**src/rtl/i2cbe_pkg.sv**
```systemverilog
`timescale 1ns / 1ps
// ----------------------------------------------------------------------------
// I2C master byte engine: shared types and constants
// Command codes, sequencer step codes, queue entry layout and register map.
// ----------------------------------------------------------------------------
package i2cbe_pkg;

   // Width of the phase length registers.
   localparam int unsigned CFG_PHASE_BITS = 10;
   // Bit counter width; counts up to eight bits of one byte.
   localparam int unsigned BIT_COUNT_BITS = 4;
   // Command queue between the front and the sequencer.
   localparam int unsigned Q_DEPTH        = 4;
   localparam int unsigned Q_PTR_BITS     = 2;
   localparam int unsigned Q_COUNT_BITS   = 3;

   // Register map of the configuration port.
   localparam int unsigned CSR_ADDR_BITS  = 3;
   localparam logic [CSR_ADDR_BITS-1:0] CSR_ADDR_SHORT = 3'd0;
   localparam logic [CSR_ADDR_BITS-1:0] CSR_ADDR_LONG  = 3'd4;

   // Reset values of the phase registers.
   localparam logic [CFG_PHASE_BITS-1:0] SHORT_RESET = 10'd1;
   localparam logic [CFG_PHASE_BITS-1:0] LONG_RESET  = 10'd5;

   // Bus commands carried by the action field.
   typedef enum logic [2:0] {
      CMD_NONE  = 3'd0,
      CMD_START = 3'd1,
      CMD_STOP  = 3'd2,
      CMD_WRITE = 3'd3,
      CMD_READ  = 3'd4
   } cmd_type;

   // Sequencer steps; the meaning of each step depends on the command.
   typedef enum logic [3:0] {
      STEP_IDLE = 4'd0,
      STEP_1    = 4'd1,
      STEP_2    = 4'd2,
      STEP_3    = 4'd3,
      STEP_4    = 4'd4,
      STEP_5    = 4'd5,
      STEP_6    = 4'd6,
      STEP_7    = 4'd7,
      STEP_8    = 4'd8,
      STEP_9    = 4'd9,
      STEP_10   = 4'd10
   } step_type;

   // One classified tick as it travels through the queue.
   typedef struct packed {
      cmd_type    cmd;
      logic [7:0] data_byte;
      logic       send_ack;
      logic       sda_in;
   } tick_item_type;

   // Phase lengths handed to the sequencer.
   typedef struct packed {
      logic [CFG_PHASE_BITS-1:0] short_ticks;
      logic [CFG_PHASE_BITS-1:0] long_ticks;
   } phase_cfg_type;

endpackage

```
**src/rtl/i2cbe_front.sv**
```systemverilog
`timescale 1ns / 1ps
// ----------------------------------------------------------------------------
// I2C master byte engine: front stage
// Accepts input items, decodes the action code into a command and registers
// the classified item for the command queue.
// ----------------------------------------------------------------------------
module i2cbe_front
   import i2cbe_pkg::*;
(
   input  logic          clock,
   input  logic          reset,
   input  logic          in_valid,
   output logic          in_ready,
   input  logic [2:0]    action,
   input  logic [7:0]    data_byte,
   input  logic          send_ack,
   input  logic          sda_in,
   output logic          out_valid,
   input  logic          out_ready,
   output tick_item_type out_item
);

   logic          valid_ff;
   logic          valid_in;
   tick_item_type item_ff;
   tick_item_type item_in;
   cmd_type       cmd_dec;

   // The stage takes a new item whenever it is empty or being emptied.
   assign in_ready  = !valid_ff || out_ready;
   assign out_valid = valid_ff;
   assign out_item  = item_ff;

   // Unknown action codes are treated as no command.
   always_comb begin
      unique case (action)
         CMD_START: cmd_dec = CMD_START;
         CMD_STOP:  cmd_dec = CMD_STOP;
         CMD_WRITE: cmd_dec = CMD_WRITE;
         CMD_READ:  cmd_dec = CMD_READ;
         default:   cmd_dec = CMD_NONE;
      endcase
   end

   always_comb begin
      item_in.cmd       = cmd_dec;
      item_in.data_byte = data_byte;
      item_in.send_ack  = send_ack;
      item_in.sda_in    = sda_in;
      valid_in          = in_ready ? in_valid : valid_ff;
   end

   // Control flag is reset; the payload only loads on acceptance.
   always_ff @(posedge clock) begin
      if (reset) begin
         valid_ff <= 1'b0;
      end else begin
         valid_ff <= valid_in;
      end
   end

   always_ff @(posedge clock) begin
      if (in_valid && in_ready) begin
         item_ff <= item_in;
      end
   end

endmodule

```
**src/rtl/i2cbe_fifo.sv**
```systemverilog
`timescale 1ns / 1ps
// ----------------------------------------------------------------------------
// I2C master byte engine: command queue
// Short first-word-fall-through queue that decouples the front stage from
// the pin sequencer.
// ----------------------------------------------------------------------------
module i2cbe_fifo
   import i2cbe_pkg::*;
(
   input  logic          clock,
   input  logic          reset,
   input  logic          push_valid,
   output logic          push_ready,
   input  tick_item_type push_item,
   output logic          pop_valid,
   input  logic          pop_ready,
   output tick_item_type pop_item
);

   tick_item_type             store_ff [Q_DEPTH];
   logic [Q_PTR_BITS-1:0]     wr_ptr_ff;
   logic [Q_PTR_BITS-1:0]     wr_ptr_in;
   logic [Q_PTR_BITS-1:0]     rd_ptr_ff;
   logic [Q_PTR_BITS-1:0]     rd_ptr_in;
   logic [Q_COUNT_BITS-1:0]   count_ff;
   logic [Q_COUNT_BITS-1:0]   count_in;
   logic                      do_push;
   logic                      do_pop;

   assign push_ready = (count_ff != Q_COUNT_BITS'(Q_DEPTH));
   assign pop_valid  = (count_ff != '0);
   assign pop_item   = store_ff[rd_ptr_ff];
   assign do_push    = push_valid && push_ready;
   assign do_pop     = pop_valid && pop_ready;

   // Pointer and fill count updates.
   always_comb begin
      wr_ptr_in = do_push ? wr_ptr_ff + 1'b1 : wr_ptr_ff;
      rd_ptr_in = do_pop  ? rd_ptr_ff + 1'b1 : rd_ptr_ff;
      count_in  = count_ff;
      if (do_push && !do_pop) begin
         count_in = count_ff + 1'b1;
      end else if (do_pop && !do_push) begin
         count_in = count_ff - 1'b1;
      end
   end

   always_ff @(posedge clock) begin
      if (reset) begin
         wr_ptr_ff <= '0;
         rd_ptr_ff <= '0;
         count_ff  <= '0;
      end else begin
         wr_ptr_ff <= wr_ptr_in;
         rd_ptr_ff <= rd_ptr_in;
         count_ff  <= count_in;
      end
   end

   // Entry storage.
   always_ff @(posedge clock) begin
      if (do_push) begin
         store_ff[wr_ptr_ff] <= push_item;
      end
   end

endmodule

```
**src/rtl/i2cbe_back.sv**
```systemverilog
`timescale 1ns / 1ps
// ----------------------------------------------------------------------------
// I2C master byte engine: pin sequencer
// Walks the step sequence of the current command one tick per item, holds
// each step for its phase length and registers one result per tick.
// ----------------------------------------------------------------------------
module i2cbe_back
   import i2cbe_pkg::*;
#(
   parameter int unsigned PHASE_COUNTER_BITS = 10
)
(
   input  logic          clock,
   input  logic          reset,
   input  phase_cfg_type phase_cfg,
   input  logic          in_valid,
   output logic          in_ready,
   input  tick_item_type in_item,
   output logic          rsp_tvalid,
   input  logic          rsp_tready,
   output logic [15:0]   rsp_tdata
);

   logic                          pop;
   step_type                      step_ff,      step_in;
   logic [PHASE_COUNTER_BITS-1:0] phase_ff,     phase_in;
   logic [PHASE_COUNTER_BITS-1:0] phase_dec;
   logic [PHASE_COUNTER_BITS-1:0] phase_load;
   cmd_type                       cmd_ff,       cmd_in;
   logic [7:0]                    shift_ff,     shift_in;
   logic [BIT_COUNT_BITS-1:0]     bit_cnt_ff,   bit_cnt_in;
   logic [BIT_COUNT_BITS-1:0]     bit_cnt_inc;
   logic                          scl_ff,       scl_in;
   logic                          sda_ff,       sda_in;
   logic [1:0]                    ack_flag_ff,  ack_flag_in;
   logic                          ack_choice_ff, ack_choice_in;
   logic [7:0]                    last_read_ff, last_read_in;
   logic                          rsp_valid_ff, rsp_valid_in;
   logic [15:0]                   rsp_data_ff,  rsp_data_in;
   logic                          done;
   logic                          enter;
   logic                          long_step;
   logic [CFG_PHASE_BITS-1:0]     dur_raw;
   logic [CFG_PHASE_BITS-1:0]     dur_m1;

   // A tick is processed whenever the result register is free or draining.
   assign in_ready   = !rsp_valid_ff || rsp_tready;
   assign pop        = in_valid && in_ready;
   assign rsp_tvalid = rsp_valid_ff;
   assign rsp_tdata  = rsp_data_ff;

   assign bit_cnt_inc = bit_cnt_ff + 1'b1;
   assign phase_dec   = phase_ff - 1'b1;

   // Next step: command start, hold countdown or the work on leaving a step.
   always_comb begin
      step_in       = step_ff;
      cmd_in        = cmd_ff;
      shift_in      = shift_ff;
      bit_cnt_in    = bit_cnt_ff;
      ack_flag_in   = ack_flag_ff;
      ack_choice_in = ack_choice_ff;
      last_read_in  = last_read_ff;
      done          = 1'b0;
      enter         = 1'b0;
      if (pop) begin
         if (step_ff == STEP_IDLE) begin
            if (in_item.cmd != CMD_NONE) begin
               cmd_in     = in_item.cmd;
               bit_cnt_in = '0;
               if (in_item.cmd == CMD_WRITE) begin
                  shift_in    = in_item.data_byte;
                  ack_flag_in = 2'b00;
               end else if (in_item.cmd == CMD_READ) begin
                  shift_in      = 8'h00;
                  ack_choice_in = in_item.send_ack;
               end
               step_in = STEP_1;
               enter   = 1'b1;
            end
         end else if (phase_ff != '0) begin
            step_in = step_ff;
         end else begin
            unique case (cmd_ff)
               CMD_START, CMD_STOP: begin
                  step_in = (step_ff < STEP_3) ? step_type'(step_ff + 4'd1) : STEP_IDLE;
               end
               CMD_WRITE: begin
                  if (step_ff == STEP_3) begin
                     // One data bit sent; move to the next bit or to the ack.
                     shift_in   = {shift_ff[6:0], 1'b0};
                     bit_cnt_in = bit_cnt_inc;
                     step_in    = (bit_cnt_inc < BIT_COUNT_BITS'(8)) ? STEP_1 : STEP_4;
                  end else if (step_ff == STEP_6) begin
                     ack_flag_in = {1'b0, ~in_item.sda_in};
                     step_in     = STEP_7;
                  end else if (step_ff == STEP_7) begin
                     // Acknowledged: finish. Otherwise issue a stop.
                     if (ack_flag_ff[0]) begin
                        step_in = STEP_IDLE;
                     end else begin
                        ack_flag_in = {1'b1, ack_flag_ff[0]};
                        step_in     = STEP_8;
                     end
                  end else begin
                     step_in = (step_ff < STEP_10) ? step_type'(step_ff + 4'd1) : STEP_IDLE;
                  end
               end
               CMD_READ: begin
                  if (step_ff == STEP_1) begin
                     shift_in = {shift_ff[6:0], in_item.sda_in};
                     step_in  = STEP_2;
                  end else if (step_ff == STEP_3) begin
                     bit_cnt_in = bit_cnt_inc;
                     if (bit_cnt_inc < BIT_COUNT_BITS'(8)) begin
                        step_in = STEP_1;
                     end else begin
                        last_read_in = shift_ff;
                        step_in      = STEP_4;
                     end
                  end else begin
                     step_in = (step_ff < STEP_8) ? step_type'(step_ff + 4'd1) : STEP_IDLE;
                  end
               end
               default: begin
                  step_in = STEP_IDLE;
               end
            endcase
            if (step_in == STEP_IDLE) begin
               done = 1'b1;
            end else begin
               enter = 1'b1;
            end
         end
      end
   end

   // Pin levels applied on entering a step, and whether the step is long.
   always_comb begin
      scl_in    = scl_ff;
      sda_in    = sda_ff;
      long_step = 1'b0;
      if (enter) begin
         unique case (cmd_in)
            CMD_START: begin
               if (step_in == STEP_1) begin
                  scl_in = 1'b1; long_step = 1'b1;
               end else if (step_in == STEP_2) begin
                  sda_in = 1'b1;
               end else if (step_in == STEP_3) begin
                  sda_in = 1'b0; long_step = 1'b1;
               end
            end
            CMD_STOP: begin
               if (step_in == STEP_1) begin
                  scl_in = 1'b1; long_step = 1'b1;
               end else if (step_in == STEP_2) begin
                  sda_in = 1'b0;
               end else if (step_in == STEP_3) begin
                  sda_in = 1'b1; long_step = 1'b1;
               end
            end
            CMD_WRITE: begin
               unique case (step_in)
                  STEP_1:  scl_in = 1'b0;
                  STEP_2:  sda_in = shift_in[7];
                  STEP_3:  scl_in = 1'b1;
                  STEP_4:  scl_in = 1'b0;
                  STEP_5:  sda_in = 1'b1;
                  STEP_6:  begin scl_in = 1'b1; long_step = 1'b1; end
                  STEP_7:  scl_in = 1'b0;
                  STEP_8:  begin scl_in = 1'b1; long_step = 1'b1; end
                  STEP_9:  sda_in = 1'b0;
                  STEP_10: begin sda_in = 1'b1; long_step = 1'b1; end
                  default: scl_in = scl_ff;
               endcase
            end
            CMD_READ: begin
               unique case (step_in)
                  STEP_1:  scl_in = 1'b1;
                  STEP_3:  scl_in = 1'b0;
                  STEP_4:  scl_in = 1'b0;
                  STEP_5:  sda_in = ~ack_choice_in;
                  STEP_6:  begin scl_in = 1'b1; long_step = 1'b1; end
                  STEP_7:  scl_in = 1'b0;
                  STEP_8:  sda_in = 1'b1;
                  default: scl_in = scl_ff;
               endcase
            end
            default: begin
               scl_in = scl_ff;
            end
         endcase
      end
   end

   // Phase length: a zero register counts as one tick.
   assign dur_raw = long_step ? phase_cfg.long_ticks : phase_cfg.short_ticks;
   assign dur_m1  = (dur_raw == '0) ? '0 : dur_raw - 1'b1;

   // Saturate at the largest length the counter can hold.
   generate
      if (PHASE_COUNTER_BITS > CFG_PHASE_BITS) begin : g_wide
         assign phase_load = {{(PHASE_COUNTER_BITS - CFG_PHASE_BITS){1'b0}}, dur_m1};
      end else if (PHASE_COUNTER_BITS == CFG_PHASE_BITS) begin : g_equal
         assign phase_load = dur_m1;
      end else begin : g_narrow
         localparam logic [CFG_PHASE_BITS-1:0] PhaseCap =
            CFG_PHASE_BITS'((1 << PHASE_COUNTER_BITS) - 1);
         assign phase_load = (dur_m1 > PhaseCap) ? '1 : dur_m1[PHASE_COUNTER_BITS-1:0];
      end
   endgenerate

   // Phase counter update.
   always_comb begin
      phase_in = phase_ff;
      if (enter) begin
         phase_in = phase_load;
      end else if (pop && step_ff != STEP_IDLE && phase_ff != '0) begin
         phase_in = phase_dec;
      end
   end

   // Result word, highest bit first.
   always_comb begin
      rsp_data_in = {2'b00, ack_flag_in[1], ack_flag_in[0], last_read_in,
                     done, (step_in != STEP_IDLE), sda_in, scl_in};
      rsp_valid_in = pop ? 1'b1 : (rsp_valid_ff && !rsp_tready);
   end

   always_ff @(posedge clock) begin
      if (reset) begin
         step_ff       <= STEP_IDLE;
         phase_ff      <= '0;
         cmd_ff        <= CMD_NONE;
         shift_ff      <= '0;
         bit_cnt_ff    <= '0;
         scl_ff        <= 1'b1;
         sda_ff        <= 1'b1;
         ack_flag_ff   <= '0;
         ack_choice_ff <= 1'b0;
         last_read_ff  <= '0;
         rsp_valid_ff  <= 1'b0;
      end else begin
         step_ff       <= step_in;
         phase_ff      <= phase_in;
         cmd_ff        <= cmd_in;
         shift_ff      <= shift_in;
         bit_cnt_ff    <= bit_cnt_in;
         scl_ff        <= scl_in;
         sda_ff        <= sda_in;
         ack_flag_ff   <= ack_flag_in;
         ack_choice_ff <= ack_choice_in;
         last_read_ff  <= last_read_in;
         rsp_valid_ff  <= rsp_valid_in;
      end
   end

   // Result payload loads with each processed tick.
   always_ff @(posedge clock) begin
      if (pop) begin
         rsp_data_ff <= rsp_data_in;
      end
   end

endmodule

```
**src/rtl/i2c_master_byte_engine.sv**
```systemverilog
`timescale 1ns / 1ps
// Path: an accepted item passes the front register, the command queue and the
// result register before its result is offered.
// Throughput: one item per cycle unless rsp_tready stalls; the pin sequencer then retires one tick each cycle.
// Reset: synchronous, active high; lines released high, sequencer idle,
// short phase 1 tick, long phase 5 ticks, queue empty.
// ----------------------------------------------------------------------------
// I2C master byte engine
// Tick-driven I2C master: start, stop, byte write with ack check and byte
// read with master ack, with programmable short and long phase lengths.
// ----------------------------------------------------------------------------
module i2c_master_byte_engine
   import i2cbe_pkg::*;
#(
   parameter int unsigned PHASE_COUNTER_BITS = 10
)
(
   input  logic                     clock,
   input  logic                     reset,
   // Input items.
   input  logic                     req_tvalid,
   output logic                     req_tready,
   // [2:0] action, [10:3] data_byte, [11] send_ack, [12] sda_in, [15:13] zero
   input  logic [15:0]              req_tdata,
   // Results.
   output logic                     rsp_tvalid,
   input  logic                     rsp_tready,
   // [0] scl_out, [1] sda_out, [2] busy_res, [3] done_res, [11:4] read_data,
   // [12] ack_received, [13] stopped_on_nack, [15:14] zero
   output logic [15:0]              rsp_tdata,
   // Configuration port.
   input  logic                     csr_psel,
   input  logic                     csr_penable,
   input  logic                     csr_pwrite,
   input  logic [CSR_ADDR_BITS-1:0] csr_paddr,
   input  logic [31:0]              csr_pwdata,
   output logic [31:0]              csr_prdata,
   output logic                     csr_pready
);

   phase_cfg_type cfg_ff;
   phase_cfg_type cfg_in;
   logic          csr_write;
   logic          front_valid;
   logic          front_ready;
   tick_item_type front_item;
   logic          queue_valid;
   logic          queue_ready;
   tick_item_type queue_item;

   // Register file.
   assign csr_pready = 1'b1;
   assign csr_write  = csr_psel && csr_penable && csr_pwrite && csr_pready;

   always_comb begin
      cfg_in = cfg_ff;
      if (csr_write) begin
         if (csr_paddr == CSR_ADDR_SHORT) begin
            cfg_in.short_ticks = csr_pwdata[CFG_PHASE_BITS-1:0];
         end else if (csr_paddr == CSR_ADDR_LONG) begin
            cfg_in.long_ticks = csr_pwdata[CFG_PHASE_BITS-1:0];
         end
      end
   end

   always_comb begin
      unique case (csr_paddr)
         CSR_ADDR_SHORT: csr_prdata = {{(32 - CFG_PHASE_BITS){1'b0}}, cfg_ff.short_ticks};
         CSR_ADDR_LONG:  csr_prdata = {{(32 - CFG_PHASE_BITS){1'b0}}, cfg_ff.long_ticks};
         default:        csr_prdata = 32'h0;
      endcase
   end

   always_ff @(posedge clock) begin
      if (reset) begin
         cfg_ff.short_ticks <= SHORT_RESET;
         cfg_ff.long_ticks  <= LONG_RESET;
      end else begin
         cfg_ff <= cfg_in;
      end
   end

   // Front: accept and classify.
   i2cbe_front u_front (
      .clock     (clock),
      .reset     (reset),
      .in_valid  (req_tvalid),
      .in_ready  (req_tready),
      .action    (req_tdata[2:0]),
      .data_byte (req_tdata[10:3]),
      .send_ack  (req_tdata[11]),
      .sda_in    (req_tdata[12]),
      .out_valid (front_valid),
      .out_ready (front_ready),
      .out_item  (front_item)
   );

   // Queue between front and sequencer.
   i2cbe_fifo u_fifo (
      .clock      (clock),
      .reset      (reset),
      .push_valid (front_valid),
      .push_ready (front_ready),
      .push_item  (front_item),
      .pop_valid  (queue_valid),
      .pop_ready  (queue_ready),
      .pop_item   (queue_item)
   );

   // Back: pin sequencer and result register.
   i2cbe_back #(
      .PHASE_COUNTER_BITS (PHASE_COUNTER_BITS)
   ) u_back (
      .clock      (clock),
      .reset      (reset),
      .phase_cfg  (cfg_ff),
      .in_valid   (queue_valid),
      .in_ready   (queue_ready),
      .in_item    (queue_item),
      .rsp_tvalid (rsp_tvalid),
      .rsp_tready (rsp_tready),
      .rsp_tdata  (rsp_tdata)
   );

endmodule

```
**config.mk**
```make
export PLATFORM = sky130hd
export DESIGN_NAME = i2c_master_byte_engine
export DESIGN_NICKNAME = d
export VERILOG_FILES = /design/src/rtl/i2cbe_pkg.sv /design/src/rtl/i2cbe_front.sv /design/src/rtl/i2cbe_fifo.sv /design/src/rtl/i2cbe_back.sv /design/src/rtl/i2c_master_byte_engine.sv
export SDC_FILE = /design/constraint.sdc
export NUM_CORES = 1
export LEC_CHECK = 0
export BUFFER_PORTS_ARGS = -buffer_cell sky130_fd_sc_hd__buf_2
export CORE_AREA = 2 2 163 165
export DETAILED_ROUTE_END_ITERATION = 8
export DIE_AREA = 0 0 165 167
export PLACE_DENSITY_LB_ADDON = 0.25
export SETUP_SLACK_MARGIN = 0.05
export SKIP_CTS_REPAIR_TIMING = 1
export SLEW_MARGIN = 20
export SYNTH_ARGS = -nofsm -noshare
export SYNTH_HDL_FRONTEND = slang
export SYNTH_SLANG_ARGS = --single-unit
export TNS_END_PERCENT = 30
```
**constraint.sdc**
```tcl
create_clock -name clock -period 7.6 [get_ports clock]
set_input_delay 0.76 -clock clock [delete_from_list [all_inputs] [get_ports clock]]
set_output_delay 0.76 -clock clock [all_outputs]
set_load 0.02 [all_outputs]
```
==> metrics <==
cts bufs inserted=17; drt total wl=16.8 mm; RSZ-0062 raised after global routing=false; I/O pin total=109; hpwl dp=11.6 mm; vias in the first global route=5,152; Sink Count=152; Synth Area per Inst=10.8 um^2; largest net degree at the start of global routing=70; r2r setup slk=1.47 ns; Setup crit end kind=flop; die width=165 um; Slew headroom=33.3%; Total Nets Final=828; Via Count=5,404; DRC=0; grt total ovfl=0; die height=167 um; initial DRC count=306; Port Buf Inserts=58; HP Class=in2reg; Clock transition at path regs=0.08 ns; Total Die Area=0.0276 mm^2; Worst Path Arrival=6.43 ns; worst r2r src=u_fifo.count_ff[2]; Syn Inst Count=706; initial antenna violation count=0; Max Clk Rate=0.163 GHz; Clock Latency Late Sink=0.43 ns; Final Hold Viols=0; Worst Clk Skew=0.0159 ns; Seq/Total Area, Yosys=50.3%; end of the worst hold path=u_front.out_item[4]; Setup Crit Path Kind=reg2reg; # diodes=0; Critical Path Source Type=flop; P per Cell Area=347 mW/mm^2; DR vias/cell=4.89; number of synthesized flops with an enable pin=79; Leak=3.31 nW; CTS max path bufs=2; first-pass GRT wire length=27.4 mm; Critical R2R Capture=u_back.phase_ff[2]; WL/cell=15.2 um; Hold Crit Depth=1; Final Setup Violations=0; RePlAce Congestion=0.846; Post-Layout Cell Count=1,104; Max Cap Violations=0; Post-synth top cells=88 x nor2_1, 79 x edfxtp_1, 73 x dfxtp_1; Initial Util=29.6%; Placed Instances=1,072; asr flop ratio synth=0%; flop and latch count out of synthesis=152; area delta synth->final=14.6%; row cnt=59; Pwr Total=3.03 mW; Hold Crit Start=req_tdata[5]; Hold WS=0.494 ns; CTS H-tree lvls=4; Syn. warnings=0; post-synthesis cell type count=73; top cell type's share of synthesized area=31.1%; Synth Cell Area=0.00762 mm^2; status=completed; Placeable Area=0.0258 mm^2; CP max FO=26; TritonCTS clock tree=done; cell with the most instances after synthesis=nor2_1; Post-Route Utilization=33.9%; Main synth FF type=edfxtp_1; fin crit period=6.13 ns; setup TNS=0 ns; Clock Tree Root=clkbuf_16; layout cells sized above 1=18.2%; antenna-violating nets left=0; worst slew pin tran=0.994 ns; WP data required=7.90 ns; worst reg2reg path depth=18; Max Slew Vio Count=0; peak supply drop=0.231 mV; cell taking the most area after synthesis=edfxtp_1; Initial DRT Pass Iterations=5; fin crit share=80.7%; largest cells by area after synthesis=edfxtp_1 31%, dfxtp_1 19%, mux2i_1 4.6%; Tot GR Track Use=12.6%
worst max-delay path: stages (launching register included):
cell	delay, ns
dfxtp_1	0.36
or3_1	0.47
nand2_2	0.24
clkinv_1	0.84
a32oi_2	0.69
or3b_4	0.46
a2111oi_4	0.40
o211ai_2	0.19
a311oi_4	0.31
buf_4	0.25
mux2i_1	0.26
ha_1	0.32
nand2_1	0.17
nor3_1	0.23
nand2b_1	0.09
o21ai_0	0.21
mux2i_1	0.16
nand2b_1	0.23
o22ai_1	0.12
stage by stage:
stage          worst slack, ns  area [um^2]
6_report                  1.47         8730
5_1_grt                  0.741         8730
4_1_cts                   1.74         8730
3_5_place_dp              1.31         8140
3_3_place_gp              1.38         8140
2_1_floorplan             2.71         7700
layout make-up:
class / count / area, um^2
clock buffer: 17 / 425
timing repair buffer: 63 / 328
inverter: 14 / 52.6
tap: 335 / 419
sequential: 152 / 3830
clock inverter: 15 / 168
multi-input combinational: 508 / 3500
fill: 2585 / 17000
worst max-delay path by stage:
| stage | end | depth (start not counted) | slack, ns | from |
|---|---|---|---|---|
| 2_1_floorplan | u_back.phase_ff[1] | 19 | 2.71 | rsp_tready |
| 3_3_place_gp | u_back.phase_ff[5] | 19 | 1.38 | rsp_tready |
| 3_5_place_dp | u_back.phase_ff[6] | 19 | 1.31 | rsp_tready |
| 4_1_cts | u_back.phase_ff[6] | 18 | 1.74 | u_fifo.count_ff[0] |
| 5_1_grt | u_back.phase_ff[5] | 18 | 0.74 | u_fifo.count_ff[2] |
| 6_report | u_back.phase_ff[2] | 18 | 1.47 | u_fifo.count_ff[2] |
per-layer routing:
layer | global-route usage (%) | wire length, um
met1 | 17.7 | 8220
met2 | 19.3 | 7800
met3 | 2.76 | 625
met4 | 3.78 | 184
met5 | 0 | 0
power breakdown:
part / internal, mW / switching, mW / total (mW)
Combinational: 0.400 / 0.670 / 1.07
Clock: 0.444 / 0.400 / 0.843
Sequential: 1.01 / 0.110 / 1.12
Total: 1.85 / 1.18 / 3.03
placed cells by master (no fill, tap or decap), drive strengths merged, types with 17 or more instances in the layout:
master	synthesis	layout
mux2i	35	35
nor2b	25	25
buf	32	63
edfxtp	79	79
conb	2	25
clkbuf	23	17
a21oi	24	24
inv	14	22
nand2	41	41
nor3	32	32
nor2	88	88
dfxtp	73	73
registers in the layout, summed over array words and instances, names as in the netlist, named ones only:
name / flops
u_back.rsp_tvalid: 1
u_front.out_item: 13
u_back.last_read_ff: 8
u_back.cmd_ff: 3
u_back.bit_cnt_ff: 4
u_fifo.rd_ptr_ff: 2
u_front.out_valid: 1
u_back.rsp_tdata: 14
cfg_ff: 20
u_back.step_ff: 4
u_back.shift_ff: 8
u_back.phase_ff: 10
u_fifo.count_ff: 3
u_back.ack_choice_ff: 1
u_back.sda_ff: 1
u_back.scl_ff: 1
u_fifo.store_ff: 52
u_back.ack_flag_ff: 2
u_fifo.wr_ptr_ff: 2
logic make-up (layout without fill, tap and decap cells):
| group | count (synthesis) | in the layout | share of synthesized area [%] |
|---|---|---|---|
| and+or+nand+nor | 274 | 274 | 18.4 |
| AOI/OAI and AO/OA | 109 | 109 | 10.8 |
| DFF | 152 | 152 | 50.3 |
| xor gates and xnor gates | 27 | 27 | 3.10 |
| other | 2 | 25 | 0.0986 |
| adders and majority gates | 14 | 14 | 2.40 |
| muxes | 59 | 59 | 10.1 |
| buffers and inverters | 69 | 109 | 4.81 |
(Power assumes the default switching activity.)
